**src/rtl/tccs_pkg.sv**
```systemverilog
// ----------------------------------------------------------------------------
// tccs_pkg: shared types and constants for the terminal control char sanitizer
// Byte codes, allow-mask bit positions, controller/datapath command and status.
// ----------------------------------------------------------------------------
package tccs_pkg;

  // Byte codes
  localparam logic [7:0] NUL_BYTE     = 8'h00;
  localparam logic [7:0] TAB_BYTE     = 8'h09;
  localparam logic [7:0] LF_BYTE      = 8'h0A;
  localparam logic [7:0] ESC_BYTE     = 8'h1B;
  localparam logic [7:0] SPACE_BYTE   = 8'h20;
  localparam logic [7:0] DIGIT_LO     = 8'h30;  // '0'
  localparam logic [7:0] DIGIT_HI     = 8'h39;  // '9'
  localparam logic [7:0] SEMI_BYTE    = 8'h3B;  // ';'
  localparam logic [7:0] QMARK_BYTE   = 8'h3F;  // '?'
  localparam logic [7:0] CARET_OFFSET = 8'h40;
  localparam logic [7:0] CUR_LO       = 8'h41;  // 'A'
  localparam logic [7:0] CUR_HI       = 8'h48;  // 'H'
  localparam logic [7:0] CUR_F        = 8'h66;  // 'f'
  localparam logic [7:0] ERASE_J      = 8'h4A;  // 'J'
  localparam logic [7:0] ERASE_K      = 8'h4B;  // 'K'
  localparam logic [7:0] ERASE_M      = 8'h4D;  // 'M'
  localparam logic [7:0] ERASE_P      = 8'h50;  // 'P'
  localparam logic [7:0] ERASE_X      = 8'h58;  // 'X'
  localparam logic [7:0] LBRACK_BYTE  = 8'h5B;  // '['
  localparam logic [7:0] CARET_BYTE   = 8'h5E;  // '^'
  localparam logic [7:0] COLOR_FINAL  = 8'h6D;  // 'm'
  localparam logic [7:0] DEL_BYTE     = 8'h7F;

  // allow_mask bits
  localparam int unsigned MASK_COLOR  = 0;
  localparam int unsigned MASK_CURSOR = 1;
  localparam int unsigned MASK_ERASE  = 2;
  localparam int unsigned MASK_PASS   = 3;
  localparam logic [3:0]  ALLOW_RESET = 4'h8;

  typedef enum logic [2:0] {
    S_IDLE,
    S_PRE_HI,
    S_PRE_LO,
    S_RUN,
    S_BYTE_HI,
    S_BYTE_LO
  } state_e;

  // What comes ahead of the held run: nothing, the sequence as-is, or "^["
  typedef enum logic [1:0] {
    PRE_NONE,
    PRE_PASS,
    PRE_FAIL
  } pre_e;

  // What the current byte itself turns into
  typedef enum logic [1:0] {
    ACT_NONE,
    ACT_RAW,
    ACT_CARET,
    ACT_HOLD_ESC
  } act_e;

  typedef enum logic [1:0] {
    CNT_KEEP,
    CNT_INC,
    CNT_ONE,
    CNT_CLEAR
  } cnt_op_e;

  typedef enum logic [1:0] {
    IDX_KEEP,
    IDX_ONE,
    IDX_INC
  } idx_op_e;

  typedef enum logic [2:0] {
    SEL_ESC,
    SEL_CARET,
    SEL_LBRACK,
    SEL_HELD,
    SEL_RAW,
    SEL_CTRL
  } sel_e;

  typedef struct packed {
    logic    accept;
    logic    ovf;
    logic    drop_nxt;
    logic    wr;
    cnt_op_e cnt_op;
    idx_op_e idx_op;
    logic    emit;
    sel_e    sel;
    logic    last;
  } cmd_t;

  typedef struct packed {
    logic seg_last;
    logic dropping;
    logic pass_all;
    logic esc_ok;
    logic is_nul;
    logic is_print;
    logic is_esc;
    logic is_lbrack;
    logic is_digit;
    logic is_final;
    logic cnt_zero;
    logic cnt_one;
    logic cnt_full;
    logic run_empty;
    logic run_end;
    logic out_free;
  } sts_t;

endpackage

```
**src/rtl/tccs_ctrl.sv**
```systemverilog
// ----------------------------------------------------------------------------
// tccs_ctrl: sequencer of the terminal control char sanitizer
// Decides what one input byte produces and steps through the output bytes.
// ----------------------------------------------------------------------------
module tccs_ctrl (
  input  logic          clk_i,
  input  logic          rst_ni,
  input  logic          in_valid_i,
  output logic          in_ready_o,
  input  tccs_pkg::sts_t sts_i,
  output tccs_pkg::cmd_t cmd_o
);
  import tccs_pkg::*;

  state_e state_q, state_d;
  pre_e   pre_q, pre_d;
  act_e   act_q, act_d;
  logic   tail_q, tail_d;

  act_e   fresh_act;
  pre_e   pl_pre;
  act_e   pl_act;
  logic   pl_store;
  logic   pl_ovf;
  logic   pl_tail;
  logic   act_out;
  logic   more;
  logic   fin;
  cnt_op_e fin_cnt;

  // byte handled as if nothing were held
  always_comb begin
    if (sts_i.is_nul) begin
      fresh_act = ACT_NONE;
    end else if (sts_i.is_print) begin
      fresh_act = ACT_RAW;
    end else if (sts_i.is_esc && sts_i.esc_ok) begin
      fresh_act = ACT_HOLD_ESC;
    end else begin
      fresh_act = ACT_CARET;
    end
  end

  // plan for the byte on the input
  always_comb begin
    pl_pre   = PRE_NONE;
    pl_act   = ACT_NONE;
    pl_store = 1'b0;
    pl_ovf   = 1'b0;
    if (sts_i.dropping) begin
      pl_act = ACT_NONE;
    end else if (sts_i.pass_all) begin
      pl_pre = sts_i.cnt_zero ? PRE_NONE : PRE_PASS;
      pl_act = ACT_RAW;
    end else if (sts_i.cnt_zero) begin
      pl_act = fresh_act;
    end else if (sts_i.cnt_one) begin
      if (sts_i.is_lbrack) begin
        pl_store = 1'b1;
      end else begin
        pl_pre = PRE_FAIL;
        pl_act = fresh_act;
      end
    end else if (sts_i.is_final) begin
      pl_pre = PRE_PASS;
      pl_act = ACT_RAW;
    end else if (sts_i.is_digit) begin
      if (!sts_i.cnt_full) begin
        pl_store = 1'b1;
      end else begin
        pl_ovf = 1'b1;
        pl_pre = PRE_FAIL;
        pl_act = fresh_act;
      end
    end else begin
      pl_pre = PRE_FAIL;
      pl_act = fresh_act;
    end
    pl_tail = sts_i.seg_last && !sts_i.dropping && (pl_store || pl_act == ACT_HOLD_ESC);
  end

  assign act_out    = (act_q == ACT_RAW) || (act_q == ACT_CARET);
  assign more       = act_out || tail_q;
  assign in_ready_o = (state_q == S_IDLE);

  always_comb begin
    if (act_q == ACT_HOLD_ESC) begin
      fin_cnt = CNT_ONE;
    end else if (pre_q != PRE_NONE) begin
      fin_cnt = CNT_CLEAR;
    end else begin
      fin_cnt = CNT_KEEP;
    end
  end

  always_comb begin
    state_d = state_q;
    pre_d   = pre_q;
    act_d   = act_q;
    tail_d  = tail_q;
    fin     = 1'b0;
    cmd_o   = '{accept: 1'b0, ovf: 1'b0, drop_nxt: 1'b0, wr: 1'b0, cnt_op: CNT_KEEP,
                idx_op: IDX_KEEP, emit: 1'b0, sel: SEL_RAW, last: 1'b0};

    case (state_q)
      S_IDLE: begin
        if (in_valid_i) begin
          cmd_o.accept   = 1'b1;
          cmd_o.ovf      = pl_ovf;
          cmd_o.drop_nxt = (sts_i.dropping || (!sts_i.pass_all && sts_i.is_nul)) &&
                           !sts_i.seg_last;
          cmd_o.idx_op   = IDX_ONE;
          pre_d          = pl_pre;
          act_d          = pl_act;
          tail_d         = pl_tail;
          if (pl_store) begin
            cmd_o.wr     = 1'b1;
            cmd_o.cnt_op = CNT_INC;
          end
          if (pl_pre != PRE_NONE) begin
            state_d = S_PRE_HI;
          end else if (pl_act == ACT_RAW || pl_act == ACT_CARET) begin
            state_d = S_BYTE_HI;
          end else begin
            // nothing to show for this byte itself
            if (pl_act == ACT_HOLD_ESC) begin
              cmd_o.cnt_op = CNT_ONE;
            end
            if (pl_tail) begin
              state_d = S_PRE_HI;
              pre_d   = PRE_FAIL;
              act_d   = ACT_NONE;
              tail_d  = 1'b0;
            end
          end
        end
      end
      S_PRE_HI: begin
        if (sts_i.out_free) begin
          cmd_o.emit = 1'b1;
          if (pre_q == PRE_PASS) begin
            cmd_o.sel  = SEL_ESC;
            cmd_o.last = sts_i.run_empty && !more;
            if (!sts_i.run_empty) begin
              state_d = S_RUN;
            end else if (act_out) begin
              state_d = S_BYTE_HI;
            end else begin
              fin = 1'b1;
            end
          end else begin
            cmd_o.sel = SEL_CARET;
            state_d   = S_PRE_LO;
          end
        end
      end
      S_PRE_LO: begin
        if (sts_i.out_free) begin
          cmd_o.emit = 1'b1;
          cmd_o.sel  = SEL_LBRACK;
          cmd_o.last = sts_i.run_empty && !more;
          if (!sts_i.run_empty) begin
            state_d = S_RUN;
          end else if (act_out) begin
            state_d = S_BYTE_HI;
          end else begin
            fin = 1'b1;
          end
        end
      end
      S_RUN: begin
        if (sts_i.out_free) begin
          cmd_o.emit   = 1'b1;
          cmd_o.sel    = SEL_HELD;
          cmd_o.idx_op = IDX_INC;
          cmd_o.last   = sts_i.run_end && !more;
          if (sts_i.run_end) begin
            if (act_out) begin
              state_d = S_BYTE_HI;
            end else begin
              fin = 1'b1;
            end
          end
        end
      end
      S_BYTE_HI: begin
        if (sts_i.out_free) begin
          cmd_o.emit = 1'b1;
          if (act_q == ACT_RAW) begin
            cmd_o.sel  = SEL_RAW;
            cmd_o.last = !tail_q;
            fin        = 1'b1;
          end else begin
            cmd_o.sel = SEL_CARET;
            state_d   = S_BYTE_LO;
          end
        end
      end
      S_BYTE_LO: begin
        if (sts_i.out_free) begin
          cmd_o.emit = 1'b1;
          cmd_o.sel  = SEL_CTRL;
          cmd_o.last = !tail_q;
          fin        = 1'b1;
        end
      end
      default: begin
        state_d = S_IDLE;
      end
    endcase

    // end of the main part: settle the count, then flush a leftover sequence
    if (fin) begin
      cmd_o.cnt_op = fin_cnt;
      if (tail_q) begin
        state_d      = S_PRE_HI;
        pre_d        = PRE_FAIL;
        act_d        = ACT_NONE;
        tail_d       = 1'b0;
        cmd_o.idx_op = IDX_ONE;
      end else begin
        state_d = S_IDLE;
      end
    end
  end

  always_ff @(posedge clk_i or negedge rst_ni) begin
    if (!rst_ni) begin
      state_q <= S_IDLE;
      pre_q   <= PRE_NONE;
      act_q   <= ACT_NONE;
      tail_q  <= 1'b0;
    end else begin
      state_q <= state_d;
      pre_q   <= pre_d;
      act_q   <= act_d;
      tail_q  <= tail_d;
    end
  end

endmodule

```
**src/rtl/tccs_dp.sv**
```systemverilog
// ----------------------------------------------------------------------------
// tccs_dp: datapath of the terminal control char sanitizer
// Mask register, holding memory, counters, byte classifier and output register.
// ----------------------------------------------------------------------------
module tccs_dp #(
  parameter int unsigned SEQ_DEPTH = 16
) (
  input  logic           clk_i,
  input  logic           rst_ni,
  input  logic [7:0]     in_byte_i,
  input  logic           seg_last_i,
  input  logic           cfg_valid_i,
  input  logic [3:0]     allow_mask_i,
  input  logic           out_ready_i,
  input  tccs_pkg::cmd_t cmd_i,
  output tccs_pkg::sts_t sts_o,
  output logic           out_valid_o,
  output logic [7:0]     out_byte_o,
  output logic           run_last_o,
  output logic           overflowed_o
);
  import tccs_pkg::*;

  localparam int unsigned CW = $clog2(SEQ_DEPTH + 1);
  localparam int unsigned AW = $clog2(SEQ_DEPTH);

  logic [3:0]    mask_q;
  logic          dropping_q;
  logic          ovf_q;
  logic [CW-1:0] cnt_q, cnt_d;
  logic [CW-1:0] idx_q, idx_d;
  logic [7:0]    byte_q;
  logic [7:0]    held_q [SEQ_DEPTH];
  logic [7:0]    rd_q;
  logic [AW-1:0] rd_addr;
  logic          out_valid_q;
  logic [7:0]    out_byte_q, out_byte_d;
  logic          out_last_q;
  logic          out_ovf_q;
  logic          is_cursor, is_erase;

  // byte classes of the input
  assign is_cursor = (in_byte_i inside {[CUR_LO:CUR_HI], CUR_F});
  assign is_erase  = (in_byte_i inside {ERASE_J, ERASE_K, ERASE_M, ERASE_P, ERASE_X});

  assign sts_o.seg_last  = seg_last_i;
  assign sts_o.dropping  = dropping_q;
  assign sts_o.pass_all  = mask_q[MASK_PASS];
  assign sts_o.esc_ok    = mask_q[MASK_COLOR] | mask_q[MASK_CURSOR] | mask_q[MASK_ERASE];
  assign sts_o.is_nul    = (in_byte_i == NUL_BYTE);
  assign sts_o.is_print  = ((in_byte_i >= SPACE_BYTE) && (in_byte_i != DEL_BYTE)) ||
                           (in_byte_i == TAB_BYTE) || (in_byte_i == LF_BYTE);
  assign sts_o.is_esc    = (in_byte_i == ESC_BYTE);
  assign sts_o.is_lbrack = (in_byte_i == LBRACK_BYTE);
  assign sts_o.is_digit  = (in_byte_i inside {[DIGIT_LO:DIGIT_HI], SEMI_BYTE});
  assign sts_o.is_final  = (mask_q[MASK_COLOR] && (in_byte_i == COLOR_FINAL)) ||
                           (mask_q[MASK_CURSOR] && is_cursor) ||
                           (mask_q[MASK_ERASE] && is_erase);
  assign sts_o.cnt_zero  = (cnt_q == '0);
  assign sts_o.cnt_one   = (cnt_q == CW'(1));
  assign sts_o.cnt_full  = (cnt_q == CW'(SEQ_DEPTH));
  assign sts_o.run_empty = (cnt_q <= CW'(1));
  assign sts_o.run_end   = ((idx_q + CW'(1)) == cnt_q);
  assign sts_o.out_free  = !out_valid_q || out_ready_i;

  always_comb begin
    case (cmd_i.cnt_op)
      CNT_KEEP:  cnt_d = cnt_q;
      CNT_INC:   cnt_d = cnt_q + CW'(1);
      CNT_ONE:   cnt_d = CW'(1);
      CNT_CLEAR: cnt_d = '0;
      default:   cnt_d = cnt_q;
    endcase
  end

  always_comb begin
    case (cmd_i.idx_op)
      IDX_KEEP: idx_d = idx_q;
      IDX_ONE:  idx_d = CW'(1);
      IDX_INC:  idx_d = idx_q + CW'(1);
      default:  idx_d = idx_q;
    endcase
  end

  // read address follows the next index so rd_q lines up with idx_q
  assign rd_addr = (idx_d < CW'(SEQ_DEPTH)) ? idx_d[AW-1:0] : '0;

  always_ff @(posedge clk_i) begin
    if (cmd_i.wr) begin
      held_q[cnt_q[AW-1:0]] <= in_byte_i;
    end
  end

  always_ff @(posedge clk_i) begin
    rd_q <= held_q[rd_addr];
  end

  always_ff @(posedge clk_i) begin
    if (cmd_i.accept) begin
      byte_q <= in_byte_i;
    end
  end

  always_ff @(posedge clk_i or negedge rst_ni) begin
    if (!rst_ni) begin
      mask_q     <= ALLOW_RESET;
      dropping_q <= 1'b0;
      ovf_q      <= 1'b0;
      cnt_q      <= '0;
      idx_q      <= '0;
    end else begin
      if (cfg_valid_i) begin
        mask_q <= allow_mask_i;
      end
      if (cmd_i.accept) begin
        dropping_q <= cmd_i.drop_nxt;
        ovf_q      <= cmd_i.ovf;
      end
      cnt_q <= cnt_d;
      idx_q <= idx_d;
    end
  end

  always_comb begin
    case (cmd_i.sel)
      SEL_ESC:    out_byte_d = ESC_BYTE;
      SEL_CARET:  out_byte_d = CARET_BYTE;
      SEL_LBRACK: out_byte_d = LBRACK_BYTE;
      SEL_HELD:   out_byte_d = rd_q;
      SEL_RAW:    out_byte_d = byte_q;
      SEL_CTRL:   out_byte_d = (byte_q == DEL_BYTE) ? QMARK_BYTE : byte_q + CARET_OFFSET;
      default:    out_byte_d = byte_q;
    endcase
  end

  // output register
  always_ff @(posedge clk_i or negedge rst_ni) begin
    if (!rst_ni) begin
      out_valid_q <= 1'b0;
    end else if (cmd_i.emit) begin
      out_valid_q <= 1'b1;
    end else if (out_ready_i) begin
      out_valid_q <= 1'b0;
    end
  end

  always_ff @(posedge clk_i) begin
    if (cmd_i.emit) begin
      out_byte_q <= out_byte_d;
      out_last_q <= cmd_i.last;
      out_ovf_q  <= ovf_q;
    end
  end

  assign out_valid_o  = out_valid_q;
  assign out_byte_o   = out_byte_q;
  assign run_last_o   = out_last_q;
  assign overflowed_o = out_ovf_q;

endmodule

```
**src/rtl/terminal_control_char_sanitizer.sv**
```systemverilog
// ----------------------------------------------------------------------------
// terminal_control_char_sanitizer: byte filter for terminal output
// Passes printable text, shows control bytes as caret pairs, and lets through
// only those CSI sequences whose final byte the allow mask permits.
// ----------------------------------------------------------------------------
// Takes one byte per request on the in channel and returns zero or more bytes
// on the out channel; run_last_o marks the last byte caused by an input byte
// and overflowed_o is set on every byte of a request that flushed a sequence
// because the holding memory (SEQ_DEPTH bytes) was full. A byte that yields
// no output (held back, dropped after a NUL) leaves the sequencer idle. For a
// byte with output, in_ready_o stays low until its last byte is emitted:
// the sequencer drives the output register one byte per cycle while out_free
// holds, held bytes coming out of the holding memory at one read per cycle.
// The next byte is accepted while the previous result still sits in the
// output register. allow_mask_i (bit0 color, bit1 cursor, bit2 erase, bit3
// pass everything) resets to pass-everything and must only be written while
// no request is in progress.
// ----------------------------------------------------------------------------
module terminal_control_char_sanitizer #(
  parameter int unsigned SEQ_DEPTH = 16
) (
  input  logic       clk_i,
  input  logic       rst_ni,
  // input bytes
  input  logic       in_valid_i,
  output logic       in_ready_o,
  input  logic [7:0] in_byte_i,
  input  logic       seg_last_i,
  // sanitized bytes
  output logic       out_valid_o,
  input  logic       out_ready_i,
  output logic [7:0] out_byte_o,
  output logic       run_last_o,
  output logic       overflowed_o,
  // allow mask write
  input  logic       cfg_valid_i,
  output logic       cfg_ready_o,
  input  logic [3:0] allow_mask_i
);
  import tccs_pkg::*;

  cmd_t cmd;
  sts_t sts;

  // the mask register takes a write in any cycle
  assign cfg_ready_o = 1'b1;

  tccs_ctrl u_ctrl (
    .clk_i      (clk_i),
    .rst_ni     (rst_ni),
    .in_valid_i (in_valid_i),
    .in_ready_o (in_ready_o),
    .sts_i      (sts),
    .cmd_o      (cmd)
  );

  tccs_dp #(
    .SEQ_DEPTH (SEQ_DEPTH)
  ) u_dp (
    .clk_i        (clk_i),
    .rst_ni       (rst_ni),
    .in_byte_i    (in_byte_i),
    .seg_last_i   (seg_last_i),
    .cfg_valid_i  (cfg_valid_i),
    .allow_mask_i (allow_mask_i),
    .out_ready_i  (out_ready_i),
    .cmd_i        (cmd),
    .sts_o        (sts),
    .out_valid_o  (out_valid_o),
    .out_byte_o   (out_byte_o),
    .run_last_o   (run_last_o),
    .overflowed_o (overflowed_o)
  );

endmodule
```
**config.mk**
```make
export PLATFORM = sky130hd
export DESIGN_NAME = terminal_control_char_sanitizer
export DESIGN_NICKNAME = d
export VERILOG_FILES = /design/src/rtl/tccs_pkg.sv /design/src/rtl/tccs_ctrl.sv /design/src/rtl/tccs_dp.sv /design/src/rtl/terminal_control_char_sanitizer.sv
export SDC_FILE = /design/constraint.sdc
export NUM_CORES = 1
export LEC_CHECK = 0
export ABC_AREA = 1
export BUFFER_PORTS_ARGS = -buffer_cell sky130_fd_sc_hd__buf_2
export CELL_PAD_IN_SITES_DETAIL_PLACEMENT = 2
export CELL_PAD_IN_SITES_GLOBAL_PLACEMENT = 2
export CORE_MARGIN = 3
export CORE_UTILIZATION = 45
export DETAILED_ROUTE_END_ITERATION = 12
export PLACE_DENSITY = 0.91
export RECOVER_POWER = 100
export REMOVE_ABC_BUFFERS = 1
export SLEW_MARGIN = 20
export SYNTH_ARGS = -nofsm -noshare
export SYNTH_HDL_FRONTEND = slang
export SYNTH_SLANG_ARGS = --single-unit
```
**constraint.sdc**
```tcl
create_clock -name clk_i -period 6.2 [get_ports clk_i]
set_input_delay 1.24 -clock clk_i [delete_from_list [all_inputs] [get_ports clk_i]]
set_output_delay 1.24 -clock clk_i [all_outputs]
set_load 0.01 [all_outputs]
```
======== Word level (Yosys, flattened, before mapping) ========
Memory sizes are Yosys's and may differ from the RTL's. A register that Yosys moved wholly into a read port is not among the register bits.
Index checks and enable logic that the tools add are counted.
cells by class
  add/subtract/negate cells ............... 3
  magnitude comparators ................... 7
  equal/unequal tests ..................... 47
  muxes and demuxes ....................... 112
  bitwise gates (word level) .............. 2
  reduce and logical (&&, ||, !) cells .... 41
operator list
  cell                                                                                  number
  2-bit two-way mux                                                                     38
  8-bit by 7-bit equality test with 1-bit output (second input constant)                9
  3-bit two-way mux                                                                     16
  1-bit two-way mux                                                                     41
  8-bit case mux with 5 select lines                                                    1
  5-bit case mux with 5 select lines                                                    1
  5-bit two-way mux                                                                     4
  3-bit by 2-bit != test with 1-bit output (second input constant)                      6
  3-bit case mux with 6 select lines                                                    1
  8-bit by 4-bit equality test with 1-bit output (second input constant)                2
  8-bit by 6-bit greater-or-equal comparator with 1-bit output (second input constant)  2
  8-bit two-way mux                                                                     2
  5-bit case mux with 3 select lines                                                    1
  2-bit equality test (second input constant)                                           7
  1-bit logical AND                                                                     13
  3-bit by 2-bit equality test with 1-bit output (second input constant)                4
  5-bit by 1-bit adder with 5-bit output (second input constant)                        2
  2-bit by 1-bit equality test with 1-bit output (second input constant)                5
  1-bit logical OR                                                                      10
  5-bit case mux with 2 select lines                                                    1
  2-bit nonzero test                                                                    5
  3-bit equality test (second input constant)                                           3
  9-bit AND reduction                                                                   1
  8-bit by 7-bit adder with 8-bit output (second input constant)                        1
  27 further kinds                                                                      36
storage, ports and cells
  flip-flop bits (word level) ............. 43
  memory bits (writable) .................. 128
  input port bits ......................... 18
  output and inout port bits .............. 13
  word-level logic and storage cells ...... 227
  memories kept ........................... 1
memories
  name         words  width  read ports  clocked after memory_dff  write ports  line           RTL
  u_dp.held_q  16     8      1           1                         1            tccs_dp.sv:33  logic [7:0] held_q [SEQ_DEPTH];

======== Logic depth before layout (Yosys ltp) ========
Gate-level depths: netlist of the first run.
  depth after elaboration ................. 25
  depth in mapped cells ................... 26
  gate-level depth less buffers ........... 25

======== Hierarchy ========
Synthesis of the first run repeated with hierarchy kept, for this count alone.
second synthesis, totals
  cells, all modules ...................... 962
  area total of the unflattened synthesis .. 8,897.3 um2
modules (own cells, without submodules)
  module                           instances  cells an instance  area an instance (um2)  seq. area each (um2)
  tccs_dp                          1          783                7,835.0                 4,971.0
  tccs_ctrl                        1          177                1,051.0                 200.2
  terminal_control_char_sanitizer  1          2                  11.3                    0.0

======== Worst setup path before layout of the first run ========
OpenSTA, ideal clock, no wires.
  kind .................................... input-to-reg
  start point ............................. input port out_ready_i
  end point ............................... register u_dp.rd_q[1] (read register of u_dp.held_q)
  library setup time ...................... 0.114 ns
  arrival ................................. 3.730 ns
  required time ........................... 6.086 ns
  path slack .............................. 2.356 ns
  stages .................................. 21
  buffers on the path ..................... 1
  path through ............................ nor2_1 -> inv_1 -> o21ai_0 -> nor3_2 -> nand2_1 -> nand2_2 -> nand2_2 -> inv_1 -> nor2_1 -> ha_1 -> inv_1 -> nand2_1 -> or2_1 -> nand2_2 -> nor2_4 -> buf_6 -> or2_0 -> o211ai_1 -> o211ai_1 -> nand3_1 -> nand2_1
between the ends
  longest elaborated chain between the ends .. 9
  elaborated cells on any way between the ends .. 16
  classes of those cells .................. order compare: 1; eq/ne: 2; mux: 12; reduce/logical: 1
ends and longest elaborated chain
  item                                                                                          line                                   RTL
  start, declared                                                                               terminal_control_char_sanitizer.sv:31  input logic out_ready_i,
  1-bit logical OR (*)                                                                          tccs_dp.sv:64                          assign sts_o.out_free = !out_valid_q || out_ready_i;
  7-bit two-way mux                                                                             tccs_ctrl.sv:172                       if (sts_i.out_free) begin
  2-bit case mux with 2 select lines                                                            tccs_ctrl.sv:105                       case (state_q)
  2-bit two-way mux                                                                             tccs_ctrl.sv:215                       if (tail_q) begin
  4-bit two-way mux (*)                                                                         tccs_ctrl.sv:213                       if (fin) begin
  2-bit equality test / 2-bit by 1-bit equality test with 1-bit output (equally long branches)  tccs_dp.sv:77                          case (cmd_i.idx_op)
  5-bit case mux with 2 select lines (*)                                                        tccs_dp.sv:77
  named net u_dp.idx_d[4]                                                                       tccs_dp.sv:31                          logic [CW-1:0] idx_q, idx_d;
  5-bit < comparator (*)                                                                        tccs_dp.sv:86                          assign rd_addr = (idx_d < CW'(SEQ_DEPTH)) ? idx_d[AW-1:0] : '0;
  4-bit two-way mux (*)                                                                         tccs_dp.sv:86
  end, declared                                                                                 tccs_dp.sv:34                          logic [7:0] rd_q;
The timed path passes the listed nets; every way through them passes the cells marked *.
A chain may end at the register's enable or synchronous reset.

======== Worst setup path in the final report of the first run ========
  start point ............................. register u_dp.idx_q[0]
  end point ............................... register u_dp.rd_q[3] (read register of u_dp.held_q)
between the ends
  longest elaborated chain between the ends .. 10
  elaborated cells on any way between the ends .. 11
  classes of those cells .................. add/sub: 1; order compare: 1; eq/ne: 3; mux: 6
ends and longest elaborated chain
  item                                                                                          line                          RTL
  start, declared                                                                               tccs_dp.sv:31
  start signal, assigned                                                                        tccs_dp.sv:120                idx_q <= idx_d;
  5-bit by 1-bit adder with 5-bit output (*)                                                    tccs_dp.sv:63, tccs_dp.sv:80
  5-bit equality test                                                                           tccs_dp.sv:63                 assign sts_o.run_end = ((idx_q + CW'(1)) == cnt_q);
  1-bit two-way mux                                                                             tccs_ctrl.sv:177              if (sts_i.run_end) begin
  1-bit two-way mux                                                                             tccs_ctrl.sv:172
  1-bit case mux with 5 select lines                                                            tccs_ctrl.sv:105
  4-bit two-way mux                                                                             tccs_ctrl.sv:213
  2-bit equality test / 2-bit by 1-bit equality test with 1-bit output (equally long branches)  tccs_dp.sv:77
  5-bit case mux with 2 select lines (*)                                                        tccs_dp.sv:77
  named net u_dp.idx_d[4]                                                                       tccs_dp.sv:31
  5-bit < comparator (*)                                                                        tccs_dp.sv:86
  4-bit two-way mux (*)                                                                         tccs_dp.sv:86
Marks and branches as above.

==> results of run 1 <==
==> final cells by class <==
cell class | count | area share
clock inverter | 15 | 0.0174
timing repair buffer | 29 | 0.0129
inverter | 83 | 0.0344
tap | 229 | 0.0314
clock buffer | 17 | 0.0466
multi-input combinational | 494 | 0.291
sequential | 179 | 0.567
==> worst max-delay path by stage <==
| stage | from | to | slack, ns |
|---|---|---|---|
| floorplan | out_ready_i | u_dp.rd_q[0] | 2.23 |
| global placement | out_ready_i | u_dp.rd_q[5] | 1.34 |
| detailed placement | out_ready_i | u_dp.rd_q[7] | 0.80 |
| CTS | u_dp.idx_q[0] | u_dp.rd_q[3] | 0.88 |
| global route | u_dp.idx_q[0] | u_dp.rd_q[3] | 0.27 |
| finish | u_dp.idx_q[0] | u_dp.rd_q[3] | 0.59 |
==> flip-flops by register name, indices dropped and copies added (netlist names) <==
signal	flops
u_dp.idx_q	5
u_dp.ovf_q	1
u_dp.byte_q	8
u_ctrl.pre_q	2
u_dp.cnt_q	5
u_ctrl.state_q	3
u_dp.dropping_q	1
u_ctrl.tail_q	1
u_dp.mask_q	4
u_dp.overflowed_o	1
u_dp.held_q	128
u_dp.out_valid_o	1
u_dp.out_byte_o	8
u_dp.rd_q	8
u_ctrl.act_q	2
u_dp.run_last_o	1
==> per-layer routing <==
layer	global-route usage	wire length, um
met5	0	0
met3	0.0617	1460
met2	0.526	15100
met1	0.373	12000
met4	0.123	1150
==> kinds of logic after synthesis <==
kind of cell             Yosys count  share of synthesized area
AND/OR/NAND/NOR                  315                      0.174
flip-flops                       179                      0.623
AO/OA/AOI/OAI                    147                      0.116
buffers and inverters            106                     0.0556
adder cells (fa/ha/maj)           12                     0.0181
XOR/XNOR                          11                     0.0116
other                              2                   0.000905
==> Yosys cell counts (2+ instances only) <==
library cell  number  share of area
dfrtp_1           24          0.072
nor2_2             4         0.0030
buf_6              3         0.0041
or2_2              3         0.0023
o22ai_1            4         0.0030
clkbuf_1           3         0.0014
nor3_1             7         0.0042
a21oi_1            9         0.0054
inv_1             68          0.031
nand2_1          113          0.051
edfxtp_1         146           0.53
nand2_4            3         0.0041
inv_2             14         0.0063
o21ai_0           52          0.031
nor2_4             4         0.0054
or2_0             30          0.023
ha_1              12          0.018
a31oi_1            4         0.0030
a22o_1             2         0.0021
xor2_1             8         0.0084
o31ai_1            2         0.0018
buf_4              7         0.0063
o211ai_1          66          0.060
nand2_2            7         0.0053
nand4_1            7         0.0053
dfxtp_1            8          0.019
conb_1             2        0.00091
nand3_1           49          0.030
buf_2             10         0.0060
xnor2_1            3         0.0032
nor2_1            85          0.038
==> worst max-delay path, delay by kind of cell (launching register included) <==
family	cells	cell delay (ns)
buf+inv	4	0.86
simple gates	15	2.58
xor+xnor	1	0.33
fa+ha+maj	2	0.67
flops	1	0.44
compound gates	2	0.59
==> power groups by stage <==
stage	Clock [mW]	Combinational [mW]	Sequential, mW
finish	1.10	1.63	1.58
floorplan	0	0.995	1.57
global route	1.16	1.77	1.59
CTS	1.11	1.64	1.58
detailed placement	0	1.56	1.60
global placement	0	1.38	1.58
==> metrics by stage <==
stage                     total power, mW  hold slack (ns)  setup slack, ns  area (sq um)  std cells
final                                4.31            0.477            0.588          9130       1046
after global routing                 4.52            0.485            0.266          9130       1046
after CTS                            4.33            0.481            0.880          9190       1046
after detailed placement             3.15            0.465            0.800          8610       1014
after global placement               2.96            0.448             1.34          8610       1014
after floorplan                      2.56            0.425             2.23          8180        756
==> metrics.csv, run 1 <==
metric,value,unit
p_leak,3.40,nW
dieWidth,142,um
tns,0,ns
clkPwrFrac,0.256,
worstReg2RegEnd,u_dp.rd_q[3],
hold_buffers,0,
grt_pass1_wl,45000,um
power.share.combinational,0.378,
async_flop_share,0.140,
crit_chain,ha_1 -> xnor2_1 -> inv_1 -> nand2_1 -> nand4_1 -> nor2_1 -> nand3_1 -> nand2_1 -> nand2_1 -> nand2_2 -> nand2_1 -> nand2_1 -> inv_1 -> ha_1 -> inv_1 -> nand2_1 -> or2_1 -> nand2_1 -> nor2_4 -> inv_4 -> o211ai_1 -> o211ai_1 -> nand3_1 -> nand2_1,
grt_usage,0.304,
antenna-diode-count,0,
multi_input_area,0.00265,sq mm
area_delta_synth_final,9.98,%
crit_slowest_cell,nor2_4,
slew_violations,26,
place_congestion,0.887,
slowest_delay,0.65,ns
relSlewSlack,-0.132,
hold_viol,0,
r2r-start,u_dp.idx_q[0],
seqCellArea,0.00517,sq mm
crit_path_end_kind,flip-flop,
final_cell_mix,"146 x edfxtp_1, 119 x nand2_1, 86 x nor2_1",
cap_violations,1,
run_status,"complete, but fails checks",
synth_edf_count,146,
cts_buffer_depth,2,
rows,49,
viasPerCell,6.08,
synthCells,772,
die_area,0.0201,sq mm
numPortBuffers,29,
grt_setup_unrepaired,false,
setup_viol,0,
syn_avg_cell_area,10.7,sq um
cp.required,6.52,ns
clockRootBuffer,clkbuf_16,
rrSetupSlack,0.59,ns
holdPathEnd,u_dp.overflowed_o,
critical_path_arrival,5.93,ns
fin_nets,834,
hold_path_depth,0,
power.switching,1.89,mW
cts_buffers,17,
initial_utilization,0.460,
grt_antenna_before_repair,0,
hp-class,reg2reg,
r2r_cells,24,
clkTransAtPathRegs,0.08,ns
ys_seq_elements,179,
fin_util,0.506,
finClkSkew,0.00969,ns
cts_tree,done,
cts_resized,0,
critPathMaxFanout,64,
drive_gt1_frac,0.0832,
p_int,2.43,mW
drc,0,
overflow,0,
core,0.0180,sq mm
routed_wl,29800,um
cts_max_level,4,
seqPwrFrac,0.366,
ios,31,
wl_per_cell,28.5,um
violations,"max-capacitance violations, max-slew violations",
min_period,5.61,ns
post-cts-setup-buffer-count,0,
criticalPathCategory,reg2reg,
peakVddDrop,0.000231,V
yosysWarnings,0,
die-height,142,um
fmaxAchievable,178,MHz
p_per_area,473,mW/mm^2
first_pass_iters,5,
netlist_area,0.00830,sq mm
drtIter0Drc,511,
synth_flop_cell,edfxtp_1,
n_fill_cell,1825,
hpwl,19100,um
cp_common_cell,nand2_1,
hp-start,u_dp.ovf_q,
switching_share,0.437,
synth_cell_types,44,
tightest_slew,1.70,ns
yosysSeqAreaShare,0.623,
cts.sinks,179,
grt_pass1_vias,7125,
setup.worst_path.start_class,flip-flop,
dr_total_vias,6357,
ant_nets,0,
grt_max_degree,65,
final.period_utilization,0.905,
final_common_cell,edfxtp_1,
clock_latency,0.44,ns
Power figures use the tool's default switching activity.
==> inputs of run 2 (changes only) <==
MAX_ROUTING_LAYER = met4   (was unset)
==> run 2 against run 1 <==
  * Power grew 2.5%
  * The flow still finishes with violations (max-capacitance violations, max-slew violations)
  * Sequential cell count is the same
  * Wire length grew 3.8%
==> metrics.csv, run 2 (synthesized netlist as in run 1, its figures left out) <==
metric,value,unit,change
holdWs,0.479,ns,+0.00121 ns
dieWidth,142,um,unchanged
min_period,5.69,ns,+0.0752 ns
first_pass_iters,4,,-1
clock_latency,0.44,ns,about the same
grt_antenna_before_repair,0,,unchanged
crit_path_end_kind,flip-flop,,
critical_path_arrival,6.07,ns,+0.14 ns
relSlewSlack,-0.138,,-0.00583
overflow,0,,unchanged
routed_wl,30900,um,+3.8%
switching_share,0.434,,-0.00366
final_cell_mix,"146 x edfxtp_1, 120 x nand2_1, 86 x nor2_1",,
seqPwrFrac,0.360,,-0.006
dr_total_vias,6480,,+1.9%
cts_buffers,17,,unchanged
peakVddDrop,0.000216,V,-6.5%
hold_viol,0,,unchanged
slew_violations,26,,unchanged
ant_nets,0,,unchanged
dpl.cell_count,1014,,unchanged
fmaxAchievable,176,MHz,-1.3%
hold_buffers,0,,unchanged
dr_wl_met2,15700,um,+3.9%
cts_max_level,4,,unchanged
cp.required,6.58,ns,+0.06 ns
largest_reg_flops,128,,unchanged
grt_max_degree,65,,unchanged
cap_violations,1,,unchanged
clockRootBuffer,clkbuf_16,,
die-height,142,um,unchanged
cts_tree,done,,
p_int,2.50,mW,+3.2%
clkPwrFrac,0.260,,+0.004
power.share.combinational,0.380,,+0.002
drc,0,,unchanged
antenna-diode-count,0,,unchanged
setup_viol,0,,unchanged
grt_pass1_vias,7041,,-1.2%
route.met3.wl,1650,um,+13%
cts.sinks,179,,unchanged
drtIter0Drc,553,,+8.2%
criticalPathCategory,reg2reg,,
final.period_utilization,0.917,,+0.0121
violations,"max-capacitance violations, max-slew violations",,
cts_resized,0,,unchanged
post-cts-setup-buffer-count,0,,unchanged
wl_per_cell,29.5,um,+3.8%
viasPerCell,6.20,,+1.9%
hp-class,reg2reg,,
p_leak,3.40,nW,about the same
final_common_cell,edfxtp_1,,
critPathMaxFanout,33,,-48%
fin_nets,834,,unchanged
tightest_slew,1.71,ns,+0.00875 ns
tns,0,ns,unchanged
cts_buffer_depth,2,,unchanged
initial_utilization,0.460,,unchanged
core,0.0180,sq mm,unchanged
die_area,0.0201,sq mm,unchanged
grt_pass1_wl,46800,um,+4.0%
area_delta_synth_final,10.2,%,
p_per_area,483,mW/mm^2,+2.3%
fin_cells,1046,,unchanged
place_congestion,0.900,,+1.5%
drive_gt1_frac,0.0808,,-0.00245
power.switching,1.92,mW,+1.6%
top_layer,met4,,
grt_usage,0.326,,+0.0220
clkTransAtPathRegs,0.07,ns,about the same
finClkSkew,0.0131,ns,+0.00339 ns
grt_setup_unrepaired,false,,
rows,49,,unchanged
numPortBuffers,29,,unchanged
run_status,"complete, but fails checks",,
hpwl,18800,um,-1.8%
wl_met1,12300,um,+2.5%
setup.worst_path.start_class,flip-flop,,
ios,31,,unchanged
==> run 2: path summary, 6_finish.rpt <==
| path | startpoint | end | slack (ns) | cells past startpoint |
|---|---|---|---|---|
| max | u_dp.idx_q[0] | u_dp.rd_q[7] | 0.51 | 25 |
| min | u_dp.ovf_q | u_dp.overflowed_o | 0.48 | 0 |
| max in group asynchronous | rst_ni | u_dp.mask_q[2] | 3.97 | 1 |
| min in group asynchronous | rst_ni | u_dp.idx_q[4] | 1.24 | 1 |
| min reg2reg | u_dp.ovf_q | u_dp.overflowed_o | 0.48 | 0 |
| max reg2reg | u_dp.idx_q[0] | u_dp.rd_q[7] | 0.51 | 25 |
==> run 2: worst max-delay path, stage by stage (launching register included) <==
cell	delay, ns
dfrtp_1	0.44
ha_1	0.28
xnor2_1	0.35
inv_1	0.11
nand2_1	0.08
nand4_1	0.12
nor2_1	0.25
nand3_1	0.11
nand2_1	0.12
nand2_1	0.08
nand2_1	0.13
nand2_1	0.13
nand2_1	0.21
inv_2	0.10
ha_1	0.41
inv_1	0.16
nand2_1	0.11
or2_0	0.16
nand2_1	0.21
inv_2	0.17
nand2_4	0.28
inv_2	0.52
o21ai_0	0.34
o211ai_1	0.34
nand3_1	0.23
nand2_1	0.14
==> run 2: stage by stage <==
step	total power, mW	worst slack (ns)	utilization	cell area [sq um]
floorplan	2.56	2.23	-	8180
global placement	2.96	1.31	0.478	8610
detailed placement	3.17	0.827	0.478	8610
CTS	4.43	0.868	0.511	9220
global route	4.61	0.260	0.507	9140
finish	4.42	0.513	0.507	9140
==> run 2: layer usage <==
| metal | vias up | GRT usage |
|---|---|---|
| met4 | 0 | 0.117 |
| met1 | 3365 | 0.404 |
| met3 | 83 | 0.0590 |
| met2 | 268 | 0.541 |
| li1 | 2764 | - |
| met5 | - | - |
==> run 2: layout make-up <==
type / count / area [sq um]
inverters: 83 / 314
clock buffers: 19 / 443
clock inverters: 13 / 166
repair buffers: 29 / 118
multi-input cells: 494 / 2640
flip-flops and latches: 179 / 5170
fillers: 1835 / 8880
well taps: 229 / 287
==> run 2: power by group through the flow <==
| stage | clock network (mW) | logic (mW) | registers, mW |
|---|---|---|---|
| floorplan | 0 | 0.995 | 1.57 |
| global placement | 0 | 1.38 | 1.58 |
| detailed placement | 0 | 1.57 | 1.60 |
| CTS | 1.15 | 1.69 | 1.59 |
| global route | 1.20 | 1.81 | 1.60 |
| finish | 1.15 | 1.68 | 1.59 |
